===== src/rtl/ffnu_fifo.sv =====
// Small first-in first-out queue feeding the corner emitter, for positions and for normals.
module ffnu_fifo #(
  parameter int unsigned WIDTH = 8,
  parameter int unsigned DEPTH = 16
) (
  input  logic             clk_i,
  input  logic             rst_ni,
  input  logic             push_i,
  input  logic [WIDTH-1:0] wdata_i,
  input  logic             pop_i,
  output logic [WIDTH-1:0] rdata_o,
  output logic             valid_o,
  output logic             full_o
);

  localparam int unsigned PtrW = (DEPTH > 1) ? $clog2(DEPTH) : 1;
  localparam int unsigned CntW = $clog2(DEPTH + 1);

  logic [WIDTH-1:0] mem_q [DEPTH];
  logic [PtrW-1:0]  wr_ptr_q, wr_ptr_d, rd_ptr_q, rd_ptr_d;
  logic [CntW-1:0]  cnt_q, cnt_d;
  logic             do_push, do_pop;

  assign do_push = push_i && !full_o;
  assign do_pop  = pop_i && valid_o;
  assign valid_o = (cnt_q != '0);
  assign full_o  = (cnt_q == CntW'(DEPTH));
  assign rdata_o = mem_q[rd_ptr_q];

  always_comb begin
    wr_ptr_d = wr_ptr_q;
    rd_ptr_d = rd_ptr_q;
    cnt_d    = cnt_q;
    if (do_push) begin
      wr_ptr_d = (wr_ptr_q == PtrW'(DEPTH - 1)) ? '0 : wr_ptr_q + PtrW'(1);
    end
    if (do_pop) begin
      rd_ptr_d = (rd_ptr_q == PtrW'(DEPTH - 1)) ? '0 : rd_ptr_q + PtrW'(1);
    end
    if (do_push && !do_pop) begin
      cnt_d = cnt_q + CntW'(1);
    end else if (do_pop && !do_push) begin
      cnt_d = cnt_q - CntW'(1);
    end
  end

  always_ff @(posedge clk_i or negedge rst_ni) begin
    if (!rst_ni) begin
      wr_ptr_q <= '0;
      rd_ptr_q <= '0;
      cnt_q    <= '0;
    end else begin
      wr_ptr_q <= wr_ptr_d;
      rd_ptr_q <= rd_ptr_d;
      cnt_q    <= cnt_d;
    end
  end

  always_ff @(posedge clk_i) begin
    if (do_push) begin
      mem_q[wr_ptr_q] <= wdata_i;
    end
  end

endmodule


===== config.mk =====
export PLATFORM = sky130hd
export DESIGN_NAME = ffnu_fifo
export DESIGN_NICKNAME = d
export VERILOG_FILES = /design/src/rtl/ffnu_fifo.sv
export SDC_FILE = /design/constraint.sdc
export NUM_CORES = 1
export LEC_CHECK = 0
export BUFFER_PORTS_ARGS = -buffer_cell sky130_fd_sc_hd__buf_4
export CAP_MARGIN = 20
export CORE_ASPECT_RATIO = 2
export CORE_MARGIN = 2
export CORE_UTILIZATION = 50
export CTS_CLUSTER_SIZE = 12
export DETAILED_ROUTE_END_ITERATION = 10
export PLACE_DENSITY = 0.65
export SLEW_MARGIN = 20
export SYNTH_ARGS = -nofsm -noshare
export SYNTH_HDL_FRONTEND = slang
export SYNTH_SLANG_ARGS = --single-unit

===== constraint.sdc =====
create_clock -name clk_i -period 5.6 [get_ports clk_i]
set_clock_uncertainty 0.2 [all_clocks]
set_input_delay 1.12 -clock clk_i [delete_from_list [all_inputs] [get_ports clk_i]]
set_output_delay 1.12 -clock clk_i [all_outputs]
set_load 0.05 [all_outputs]

==> flow_metrics.py <==
metrics = {
    "critical_path": {
        "cp_common_cell": "buf_4",
        "critPathMaxStageDelay_ns": 0.76,
        "crit_slowest_cell": "dfrtp_2",
        "endpoint_kind": "output port",
        "path_class": "reg -> out",
        "crit_chain": "buf_4, mux2_2, o221ai_2, o21ai_1, a221o_1, buf_4",
        "crit_arrival_ns": 2.87,
        "cp_top_family": "flip-flops",
        "cp.buffers_inverters": 2,
        "cp_max_fo": 25,
        "startpoint_type": "register",
        "required_ns": 4.28,
    },
    "logic_synthesis": {
        "synth-seq-cells": 141,
        "ys_seq_area_frac": 0.7056,
        "ys_types": 36,
        "netlist_area_um2": 5908,
        "synth.avg_cell_area_um2": 18.29,
        "syn_inst": 323,
        "yosysWarnings": 0,
        "syn-num-nets": 346,
    },
    "cts": {
        "ctsResizeCount": 0,
        "cts_tree": "built",
        "htree_levels": 4,
        "ctsLongestPathBuffers": 2,
        "ctsHoldBuffers": 0,
        "post_cts_buffers": 0,
        "path_clk_slew_ns": 0.06,
        "numCtsBuffers": 17,
        "cts-root-buf": "clkbuf_16",
        "cts.sinks": 141,
        "clk-insertion-delay-late_ns": 0.41,
    },
    "hold_path": {
        "min_path_type": "reg -> reg",
    },
    "final_layout": {
        "diodes": 0,
        "fill_cells": 921,
        "syn_to_final_growth_pct": 14.51,
        "layout-drive-gt1-share": 0.2959,
        "nets": 375,
    },
    "place": {
        "portBuffers": 21,
        "routabilityCongestion": 0.7948,
        "dp_hpwl_um": 7811,
    },
    "floorplan": {
        "io_pins": 22,
        "core_area_um2": 11630,
        "fp.dieH_um": 157.7,
        "num_rows": 56,
        "die_w_um": 80.87,
        "start_util": 0.5080,
        "dieArea_um2": 12750,
    },
    "global_routing": {
        "grt_first_pass_wirelength_um": 17670,
        "grt-ovfl-total": 0,
        "grt_max_degree": 32,
        "antenna_found_initial": 0,
        "grt_pass1_vias": 3140,
        "grt_use_total": 0.2008,
    },
    "routing": {
        "antenna_left": 0,
        "via_per_inst": 5.820,
        "wl_um": 11600,
        "wire_per_inst_um": 22.74,
        "drt-initial-drc-count": 206,
        "dr.pass1.iters": 4,
        "vias": 2968,
        "route.detailed.drc": 0,
    },
    "sta": {
        "maxSlewHeadroom": 0.3603,
        "final.setup.tns_ns": 0,
        "setup_violations": 0,
        "rsz0062_at_grt": "no",
        "final_hold_viol_count": 0,
        "holdWs_ns": 0.2845,
        "finalCritPeriodShare": 0.7486,
        "worst_slew_pin_slew_ns": 0.9596,
        "fin_crit_ns": 4.192,
        "slew_viol_final": 0,
        "fmax_mhz": 238.5,
    },
    "status": {
        "status": "completed",
    },
    "pwr": {
        "power_density_nw_per_um2": 564.0,
        "leakage_nw": 2.337,
        "vdd_drop_max_mv": 0.5530,
    },
    "flow_run": {
        "max_cap_viol_count": 0,
    },
}
-- through the flow --
step | cell area, um2 | utilization | std cells | setup slack (ns) | total power [mW]
4_1_cts | 6765 | 0.5816 | 510 | 1.372 | 3.850
2_1_floorplan | 5908 | - | 323 | 2.537 | 2.429
3_3_place_gp | 6167 | 0.5302 | 478 | 1.837 | 2.713
3_5_place_dp | 6167 | 0.5302 | 478 | 1.816 | 2.737
6_report | 6765 | 0.5816 | 510 | 1.408 | 3.815
5_1_grt | 6765 | 0.5816 | 510 | 1.213 | 3.988
-- layer usage --
metal | GRT usage | vias to the layer above | routed length [um]
met5 | 0 | - | 0
li1 | - | 1336 | -
met1 | 0.2188 | 1549 | 4253
met3 | 0.05074 | 22 | 378
met4 | 0.09282 | 0 | 411
met2 | 0.3573 | 61 | 6555
-- state kept, by name (all words and copies together), names as in the netlist --
name / count
mem_q: 128
cnt_q: 5
rd_ptr_q: 4
wr_ptr_q: 4
-- cells in the mapped netlist (all sizes together) --
cell type  instances  area, um2
edfxtp           128       3844
mux4              24      540.5
mux2              17      229.0
nor2              15      56.30
buf               14      112.6
inv               14      52.55
o21ai             14      70.07
dfrtp             13      325.3
nand2             13      51.30
ha                10      125.1
nor2b              9      56.30
a221o              8      80.08
o221ai             8      120.1
nand3              6      30.03
nor3               5      25.02
xnor2              5      43.79
nand2b             4      25.02
a21o               3      22.52
a21oi              3      15.01
clkbuf             2      7.510
a22o               1      8.760
a311oi             1      8.760
and2               1      6.260
fa                 1      20.02
mux2i              1      10.01
nor4               1      6.260
o31ai              1      7.510
xor2               1      8.760
-- report_power, final --
| part | total [mW] | switching, mW | internal (mW) |
|---|---|---|---|
| clock | 1.12 | 0.416 | 0.700 |
| sequential | 1.48 | 0.197 | 1.29 |
| combinational | 1.22 | 0.688 | 0.529 |
-- layout by cell type, fill, tap and decap left out, types with 6 or more instances in the layout --
master     count
inv_1         14
dfrtp_1       11
buf_4         26
nand2_1       12
nor2b_1        9
o21ai_0        6
ha_1          10
a221o_1        8
mux4_2        24
nand3_1        6
o21ai_1        8
o221ai_2       8
mux2_2         6
mux2_4        10
edfxtp_1     128
clkbuf_16     17
nor2_1        15
-- area by class of cell --
type                    count  area, um2  area share
flip-flops and latches    141       4172      0.6166
multi-input cells         152       1567      0.2316
clock buffers              18      429.2     0.06344
repair buffers             26      195.2     0.02885
well taps                 145      181.4     0.02682
clock inverters            14      168.9     0.02497
inverters                  14      52.55    0.007768
-- cell families after synthesis --
kind of cell / Yosys count / share of synthesized area
AND/OR/NAND/NOR: 54 / 0.04341
buffers and inverters: 30 / 0.02922
AO/OA/AOI/OAI: 39 / 0.05633
flip-flops: 141 / 0.7056
multiplexers: 42 / 0.1319
adder cells (fa/ha/maj): 11 / 0.02457
XOR/XNOR: 6 / 0.008894
-- path summary, 6_finish.rpt --
check                                              from                 endpoint  slack [ns]  cells past startpoint
worst max-delay path            rd_ptr_q[1]$_DFFE_PN0P_               rdata_o[7]        1.41                      6
worst min-delay path               cnt_q[4]$_DFFE_PN0P_     cnt_q[4]$_DFFE_PN0P_        0.28                      1
worst max register to register     cnt_q[0]$_DFFE_PN0P_     cnt_q[4]$_DFFE_PN0P_        2.61                     10
worst min register to register     cnt_q[4]$_DFFE_PN0P_     cnt_q[4]$_DFFE_PN0P_        0.28                      1
max in group asynchronous                        rst_ni  rd_ptr_q[0]$_DFFE_PN0P_        4.68                      1
min in group asynchronous                        rst_ni     cnt_q[0]$_DFFE_PN0P_        0.35                      1
No activity file was read; power rests on OpenSTA's default activity.
