### src/rtl/ffnu_pkg.sv
// Shared widths, types and codes for the flat face normal unroller.
package ffnu_pkg;

  localparam int unsigned COORD_W    = 32;
  localparam int unsigned NUM_AXES   = 3;
  localparam int unsigned NUM_PTS    = 9;
  localparam int unsigned POS_W      = NUM_PTS * COORD_W;
  localparam int unsigned CORNER_W   = NUM_AXES * COORD_W;
  localparam int unsigned DIFF_W     = COORD_W + 1;
  localparam int unsigned PROD_W     = 2 * DIFF_W;
  localparam int unsigned CROSS_W    = PROD_W + 1;
  localparam int unsigned SPLIT_W    = 34;
  localparam int unsigned HI_W       = CROSS_W - SPLIT_W;
  localparam int unsigned SQ_W       = 2 * CROSS_W;
  localparam int unsigned SUM_W      = SQ_W + 2;
  localparam int unsigned QW         = 15;
  localparam int unsigned NORM_W     = 16;
  localparam int unsigned NRM_VEC_W  = NUM_AXES * NORM_W;
  localparam int unsigned FRAC_SHIFT = 28;
  localparam int unsigned ACC_W      = 168;
  localparam int unsigned IN_DATA_W  = POS_W;
  localparam int unsigned OUT_DATA_W = CORNER_W + NRM_VEC_W;
  localparam int unsigned FIFO_DEPTH = 16;

  typedef enum logic [1:0] {
    CORNER_A,
    CORNER_B,
    CORNER_C
  } corner_e;

  typedef struct packed {
    logic pos_valid;
    logic nrm_valid;
  } head_status_t;

endpackage

### src/rtl/ffnu_emit.sv
// Back end: unrolls one queued triangle into three corner transactions.
module ffnu_emit (
  input  logic                            clk_i,
  input  logic                            rst_ni,
  input  ffnu_pkg::head_status_t          status_i,
  input  logic [ffnu_pkg::POS_W:0]        pos_i,
  input  logic [ffnu_pkg::NRM_VEC_W-1:0]  nrm_i,
  output logic                            pop_o,
  output logic                            m_axis_tvalid_o,
  input  logic                            m_axis_tready_i,
  output logic [ffnu_pkg::OUT_DATA_W-1:0] m_axis_tdata_o,
  output logic                            m_axis_tlast_o,
  output logic                            m_axis_tuser_o
);

  localparam int unsigned CrW = ffnu_pkg::CORNER_W;

  ffnu_pkg::corner_e              state_q, state_d;
  logic                           valid_q, valid_d;
  logic                           load;
  logic [ffnu_pkg::OUT_DATA_W-1:0] data_q, data_d;
  logic                           last_q, last_d, user_q, user_d;

  always_comb begin
    load    = (!valid_q || m_axis_tready_i) && status_i.pos_valid && status_i.nrm_valid;
    state_d = state_q;
    valid_d = valid_q;
    data_d  = data_q;
    last_d  = last_q;
    user_d  = user_q;
    pop_o   = 1'b0;
    if (!valid_q || m_axis_tready_i) begin
      valid_d = status_i.pos_valid && status_i.nrm_valid;
    end
    if (load) begin
      unique case (state_q)
        ffnu_pkg::CORNER_A: begin
          data_d  = {nrm_i, pos_i[0 +: CrW]};
          last_d  = 1'b0;
          user_d  = 1'b0;
          state_d = ffnu_pkg::CORNER_B;
        end
        ffnu_pkg::CORNER_B: begin
          data_d  = {nrm_i, pos_i[CrW +: CrW]};
          last_d  = 1'b0;
          user_d  = 1'b0;
          state_d = ffnu_pkg::CORNER_C;
        end
        ffnu_pkg::CORNER_C: begin
          data_d  = {nrm_i, pos_i[2*CrW +: CrW]};
          last_d  = 1'b1;
          user_d  = pos_i[ffnu_pkg::POS_W];
          state_d = ffnu_pkg::CORNER_A;
          pop_o   = 1'b1;
        end
        default: begin
          state_d = ffnu_pkg::CORNER_A;
        end
      endcase
    end
  end

  always_ff @(posedge clk_i or negedge rst_ni) begin
    if (!rst_ni) begin
      state_q <= ffnu_pkg::CORNER_A;
      valid_q <= 1'b0;
    end else begin
      state_q <= state_d;
      valid_q <= valid_d;
    end
  end

  always_ff @(posedge clk_i) begin
    data_q <= data_d;
    last_q <= last_d;
    user_q <= user_d;
  end

  assign m_axis_tvalid_o = valid_q;
  assign m_axis_tdata_o  = data_q;
  assign m_axis_tlast_o  = last_q;
  assign m_axis_tuser_o  = user_q;

endmodule

### config.mk
export PLATFORM = sky130hd
export DESIGN_NAME = ffnu_emit
export DESIGN_NICKNAME = d
export VERILOG_FILES = /design/src/rtl/ffnu_pkg.sv /design/src/rtl/ffnu_emit.sv
export SDC_FILE = /design/constraint.sdc
export NUM_CORES = 1
export LEC_CHECK = 0
export ABC_AREA = 1
export BUFFER_PORTS_ARGS = -buffer_cell sky130_fd_sc_hd__buf_4
export CELL_PAD_IN_SITES_DETAIL_PLACEMENT = 0
export CELL_PAD_IN_SITES_GLOBAL_PLACEMENT = 1
export CORE_AREA = 2 2 189 191
export CTS_CLUSTER_DIAMETER = 200
export DETAILED_ROUTE_END_ITERATION = 10
export DIE_AREA = 0 0 191 193
export PLACE_DENSITY = 0.58
export SYNTH_ARGS = -nofsm -noshare
export SYNTH_HDL_FRONTEND = slang
export SYNTH_SLANG_ARGS = --single-unit
### constraint.sdc
create_clock -name clk_i -period 18.6 [get_ports clk_i]
set_input_delay 0.93 -clock clk_i [delete_from_list [all_inputs] [get_ports clk_i]]
set_output_delay 0.93 -clock clk_i [all_outputs]
set_load 0.02 [all_outputs]
==> results.md, run 1 <==
Status:
- The run finished with clean final reports.

Timing:
- Measured against its own limit, the worst slew margin works out to 0.269.
- The final-report hold violation count is 0.
- For the pin with the worst max-slew slack, the measured transition is 1.10 ns.
- Clock skew on the completed layout was measured at 0.0112 ns.
- Once routing completed, OpenROAD measured the worst setup slack at 15.67 ns.
- Setup repair after global routing left no endpoint under its margin.
- The peak clock frequency supported by timing is around 340 MHz.
- The max-slew violation total from the final report is 0.
- After layout, the minimum clock period comes to 2.93 ns.
- The final number of setup-violating endpoints is 0.
- In the finished design, the share of the clock period the worst path needs comes to 0.158.
- The setup TNS after final layout is 0 ns.

GRT:
- Entering global routing, the biggest net connects 97 pins.
- The wire length of the first global-routing pass is around 39000 um.
- Global routing finished with a remaining overflow of 0.
- For this run, the total global-route usage over all layers was measured as 0.144.
- The number of antenna violations at the first check in global routing is 0.
- The number of global-route vias before repair is ~6700.

Floorplan:
- The core region is 35000 um2.
- In this run the count of I/O pins placed on the die edge is 490.
- The horizontal die dimension is 191 um.
- The starting density of the core is 0.202.
- The die is ~190 um tall.
- The number of standard-cell rows in the floorplan is 69.
- The overall die area is 36900 um2.

Power:
- The power density over the cells is about 120 nW/um2.
- The leakage power is slightly below 0.006 uW.
- The internal portion of total power is roughly 840 uW.
- Across the VDD grid, the largest voltage drop is 0.0672 mV.
- The switching fraction of total power is 0.407.
- The fraction of power consumed by the clock network is 0.246.
- The share of total power dissipated in sequential elements is 0.334.
- Of the total power, combinational logic draws 0.420.
- The design draws 1420 uW.
- The reported net switching power is ~580 uW.

Finish:
- The final-layout fill cell count is roughly 3700.
- The number of nets in the layout is 1610.
- The area growth from synthesis to layout is 65.7%.
- Leaving out fill and tap cells, the most frequent cell in the layout is sky130_fd_sc_hd__nand2_1.
- The library cells used most frequently in the layout, excluding fill and tap cells, are sky130_fd_sc_hd__nand2_1 (585), sky130_fd_sc_hd__buf_4 (494), sky130_fd_sc_hd__edfxtp_1 (146).
- In the final layout, the share of cells above drive strength 1 is 0.416.
- The final instance area is about 12000 um2.
- Leaving out filler cells and counting taps, the final layout contains 1737.
- 0 antenna diodes ended up in the layout.
- In the final layout, flip-flops and latches occupy 4460 um2.
- The multi-input combinational cell area is 2320 um2.

Worst setup path:
- By startpoint and endpoint, the worst setup path is classified as flip-flop to output pin.
- The origin of the critical flop-to-flop path is state_q[0].
- The worst setup path is launched from a flip-flop.
- The start point of the critical path is state_q[0].
- The top fanout value on the critical path is 49.
- The data required time at the worst endpoint is 17.67 ns.
- For the worst setup path, the data arrival time is 2.00 ns.
- The element type at the critical path end is an output pin.

Detailed routing:
- Dividing the detail-routed via count by the number of cells gives 3.90.
- The routed design uses 13700 um of met2 wire.
- The number of antenna-violating nets in the routed design is 0.
- The routed layout has ~6800 vias.
- The highest metal layer carrying signal wires in the routed design is met4.
- After detailed routing, the number of remaining DRC violations is 0.
- The number of optimization iterations in the first detailed-route pass is 4.
- After the first detailed-routing iteration, the DRC count stood at 276.
- The wire length the detailed router placed on met1 is 10900 um.
- After detailed routing, the average wire length per cell comes to 16.0 um.
- The routed wire length on met3 is 2530 um.
- Summed over all layers, the routed wires come to 27900 um.

CTS:
- The clock tree synthesis step divided the H-tree into 4 levels.
- Clock tree synthesis selected as its root buffer the cell sky130_fd_sc_hd__clkbuf_16.
- At the later pin of the worst-skew pair, clock insertion delay measures approximately 0.42 ns.
- The maximum clock insertion buffer count is 2.
- The number of clock sinks is 149.
- In this run, post-CTS hold repair placed 0 buffers.
- The post-CTS setup repair buffer count is 0.
- After clock tree synthesis, the clock-pin slew on the worst setup and hold paths is 0.07 ns.
- TritonCTS created 17 clock buffers.
- In this run, post-CTS repair resized a total of 0 instances.
- The CTS tree is yes.

Synth:
- The dominant combinational cell family by area after synthesis is simple AND/OR/NAND/NOR gates.
- The number of distinct library cells after synthesis is 12.
- The count of state elements after synthesis is approximately 150.
- For this run, the register share of the synthesized area comes to 0.631.
- Summing every instance area after synthesis gives around 7100 um2.
- The compound-gate portion of the synthesized area is 0.
- The synthesized area divided by synthesized cell count is 8.91 um2.
- The basic-gate share of the synthesized area counting and, or, nand and nor cells is 0.313.
- The warning count from the yosys run is 0.
- Of the total synthesized cell area, the portion taken by XOR and XNOR cells is 0.
- Synthesis handed over a netlist of 793 instances.
- The fraction of the mapped netlist area in adder cells is 0.00886.
- The multiplexer fraction of the synthesized cell area is 0.
- When the netlist entered floorplanning its net count stood at 1140.

Place:
- Detailed placement ended at an HPWL of 20700 um.
- The placed instances occupy a cell area of 11100 um2.
- The total instance count after detailed placement is around 1700.
- The placer's final routability congestion estimate is about 0.77.
- The post-placement setup slack is 15.46 ns.
- The number of port buffers is 489.

Hold path:
- The path category of the worst min-delay check is primary input to asynchronous set/reset pin.

Job:
- The tool flagged a number of max-cap violations equal to 0.
## layer usage
layer,up-vias,track usage
met4,0,0.0531
met5,-,0
met2,305,0.249
li1,3438,-
met1,3006,0.165
met3,32,0.0496
## critical path, cell delays in order, from the launching register on
cell	delay, ns
sky130_fd_sc_hd__dfrtp_1	0.46
sky130_fd_sc_hd__inv_1	0.19
sky130_fd_sc_hd__ha_4	0.54
sky130_fd_sc_hd__inv_1	0.09
sky130_fd_sc_hd__nor2_1	0.14
sky130_fd_sc_hd__buf_4	0.16
## worst paths after layout
| kind | end | slack [ns] | cells after the start |
|---|---|---|---|
| min in group clk_i | m_axis_tvalid_o | 0.56 | 2 |
| setup / recovery | pop_o | 15.67 | 5 |
| max in group asynchronous | state_q[0] | 18.22 | 1 |
| hold / removal | m_axis_tvalid_o | 0.28 | 1 |
| setup reg to reg | m_axis_tdata_o[67] | 16.10 | 3 |
| hold reg to reg | m_axis_tvalid_o | 0.56 | 2 |
## state kept, by name, indices dropped and copies added, names as in the netlist
register,cells
m_axis_tlast_o,1
m_axis_tvalid_o,1
m_axis_tuser_o,1
state_q,2
m_axis_tdata_o,144
## layout make-up
cell class / count / share of cell area
clock buffer: 17 / 0.0364
clock inverter: 15 / 0.0153
inverter: 7 / 0.00246
multi-input combinational: 594 / 0.198
sequential: 149 / 0.381
tap: 461 / 0.0493
timing repair buffer: 494 / 0.317
## power by group through the flow
stage	clock (uW)	sequential [uW]	combinational [uW]
floorplan	0	543	346
global placement	0	482	619
detailed placement	0	483	618
CTS	363	476	618
global route	374	481	682
finish	350	476	598
## Yosys cell counts, drive strengths merged
cell type  instances  area (um2)
ha                 5        62.6
nand2            585        2200
buf               38         282
clkbuf             5        18.8
dfrtp              3        75.1
nand3              2        10.0
edfxtp           146        4380
inv                7        26.3
nor2               2        7.51
## kinds of logic (layout without fill, tap and decap cells)
family,after synthesis,after routing
fa+ha+maj,5,5
buf+inv,50,533
flops,149,149
simple gates,589,589
## metrics by stage
| step | utilization | hold slack [ns] |
|---|---|---|
| after detailed placement | 0.317 | 0.539 |
| after CTS | 0.335 | 0.252 |
| after floorplan | - | 0.492 |
| final | 0.335 | 0.281 |
| after global routing | 0.335 | 0.249 |
| after global placement | 0.317 | 0.542 |
(Power assumes the default switching activity.)
==> run 2, diff against run 1 <==
PLACE_DENSITY = 0.6   (was 0.58)
clock period = 2.4 ns   (was 18.6 ns; I/O delays follow)
==> results.md, run 2 (same netlist as run 1, synthesis figures left out) <==
Timing:
- The setup TNS after final layout is 0 ns.
- The max-slew violation total from the final report is 0.
- The final number of setup-violating endpoints is 0.
- At the pin with the least slew margin, the transition time is 0.670 ns.
- Setup slack on the critical path of the routed design comes to 0.366 ns.
- The final-report hold violation count is 0.
- For the final database, setup skew stands at 0.0119 ns.
- Measured against its own limit, the worst slew margin works out to 0.553.
- Setup repair after global routing left no endpoint under its margin.
- In the finished design, the share of the clock period the worst path needs comes to 0.847.
- The final critical path time including I/O delays and setup is 2.03 ns.
- Based on the critical path, the design can be clocked at up to 492 MHz.

CTS:
- After clock tree synthesis, the clock-pin slew on the worst setup and hold paths is 0.07 ns.
- No sink is reached through more buffers than the 2 on the longest clock path.
- The cell at the root of the clock tree is sky130_fd_sc_hd__clkbuf_16.
- The H-tree level count is 4.
- In this run, CTS created clock tree buffers numbering 17.
- The CTS tree is yes.
- The clock latency of the later-clocked register in the worst-skew pair is 0.43 ns.
- Post-CTS repair changed the size of 0 cells.
- Clock tree synthesis found a total of 149 sinks.

Floorplan:
- The number of placed I/O pins is slightly below 500.
- The starting density of the core is 0.202.
- After floorplanning, the core was sized to cover around 35000 um2.
- Measured along the x axis, the die boundary spans 191 um.
- From bottom edge to top edge, the die measures 193 um.
- The overall die area is 36900 um2.
- The number of standard-cell rows in the floorplan is 69.

Detailed routing:
- Summing over every cut layer, the via total after detailed routing is between 7000 and 8000.
- The detailed router's first-iteration violation count is 242.
- The routed length per placed instance is 15.2 um.
- For this run, design rule violations remaining after detail routing come to 0.
- The number of antenna-violating nets in the routed design is 0.
- Summed over all layers, the routed wires come to 28700 um.
- The number of optimization iterations in the first detailed-route pass is 6.
- Using the TritonRoute via totals, the vias-per-cell ratio works out to 3.91.

Worst setup path:
- The element type at the critical path end is an output pin.
- The worst setup path is launched from a flip-flop.
- The data arrival time of the critical path is about 1.9 ns.
- Data on the critical path is required at its endpoint by 2.28 ns.
- The number of cells on the worst reg-to-reg path is 6.
- In this run the worst path has a maximum fanout of 79.
- The critical register-to-register path endpoint is m_axis_tdata_o[94].
- On the worst path, the slowest cell contributes a delay of 0.45 ns.
- Among all stages on the critical path, the largest delay is contributed by sky130_fd_sc_hd__dfrtp_1.
- The critical path is of the flip-flop to output pin type.
- Counting stages on the worst path, the most repeated cell is sky130_fd_sc_hd__inv_1.
- The worst register-to-register path has a setup slack of 0.54 ns.
- Walking the worst path, the cells encountered are inv_1 -> ha_4 -> buf_12 -> inv_1 -> nor2_1 -> buf_4.
- The origin of the critical flop-to-flop path is state_q[0].

Power:
- The leakage power is approximately 0.0064 uW.
- The worst-case IR drop observed on VDD is 0.684 mV.
- In this run the power density over the cells is 849 nW/um2.

Job:
- Across the run, the number of max-cap violations was 0.

Finish:
- The leading cell type in the layout, fill and taps excluded is sky130_fd_sc_hd__nand2_1.
- In the final layout, the share of cells above drive strength 1 is 0.377.
- The number of flip-flops in the largest register is 144.
- The repair_antennas step left the layout with diodes totalling 0.
- Fill cells in the final layout number 3633.
- After the last flow step, the layout net total stands at 1761.
- The finished layout holds 1888 standard cells, fillers aside.
- The synthesis-to-layout area growth is 87.9%.
- In the layout the commonest cells are sky130_fd_sc_hd__nand2_1 (583), sky130_fd_sc_hd__buf_4 (492), sky130_fd_sc_hd__dlygate4sd3_1 (148).

GRT:
- The global-route usage over all layers is 0.148.
- Entering global routing, the biggest net connects 97 pins.
- The number of antenna violations at the first check in global routing was 1.
- The number of global-route vias before repair is 7253.
- The wire length of the first global-routing pass is between 40000 and 50000 um.
- Global routing finished with a remaining overflow of 0.

Place:
- The placed wire-length estimate is 20500 um.
- The total instance count after detailed placement is 1708.
- The placer's final routability congestion estimate is 0.785.
- The post-placement setup slack is 0.498 ns.
- The number of port buffers is 489.

Hold path:
- The origin of the worst min-delay path is pos_i[65].
- Counting instances, the worst hold path has a depth of 3.
- The path category of the worst min-delay check is primary input to flip-flop.
- The hold-critical path endpoint is m_axis_tdata_o[65].

Status:
- The run finished with clean final reports.
run 2: critical path: cells and delay by family (launching register included):
| kind | cells | cell delay [ns] |
|---|---|---|
| adders and majority gates | 1 | 0.18 |
| buffers and inverters | 4 | 0.69 |
| DFF | 1 | 0.45 |
| and+or+nand+nor | 1 | 0.11 |
run 2: per-stage QoR:
stage,power (uW),cell area (um2),util,hold WS [ns]
finish,11300,13300,0.379,0.0313
global route,12100,13300,0.379,0.0303
CTS,11500,13300,0.379,0.00457
detailed placement,8580,11200,0.320,-0.0823
global placement,8530,11200,0.320,-0.0840
floorplan,6870,7090,-,-0.176
run 2: cell type report:
cell class,count,area [um2],share of cell area
flip-flops and latches,149,4460,0.336
clock inverters,15,163,0.0123
multi-input cells,594,2340,0.176
inverters,7,27.5,0.00207
well taps,461,577,0.0435
clock buffers,17,425,0.0321
repair buffers,645,5280,0.398
run 2: what timing repair did:
item / in CTS / in global routing
buffers inserted: 0 / 0
endpoints found under the hold margin: 148 / 0
hold buffers: 148 / 0
run 2: worst max-delay path by stage:
stage                          from            endpoint  slack [ns]  depth (start not counted)
finish                   state_q[0]               pop_o        0.37                          6
global route             state_q[0]               pop_o        0.17                          6
CTS                      state_q[0]               pop_o        0.30                          6
detailed placement       state_q[0]  m_axis_tdata_o[29]        0.50                          6
global placement         state_q[0]  m_axis_tdata_o[29]        0.56                          6
floorplan           m_axis_tvalid_o   m_axis_tdata_o[0]       -0.79                          3
run 2: power breakdown:
part           total, uW  switching, uW  internal (uW)
Sequential          3690            124           3560
Combinational       4890           3100           1790
Clock               2690           1290           1390
run 2: routing by layer:
layer	routed length [um]	share of wire	GRT usage	up-vias
li1	-	-	-	3744
met3	2690	0.094	0.0521	27
met1	11100	0.39	0.168	3304
met4	507	0.018	0.0489	2
met5	13	0.00045	0	-
met2	14400	0.50	0.259	301
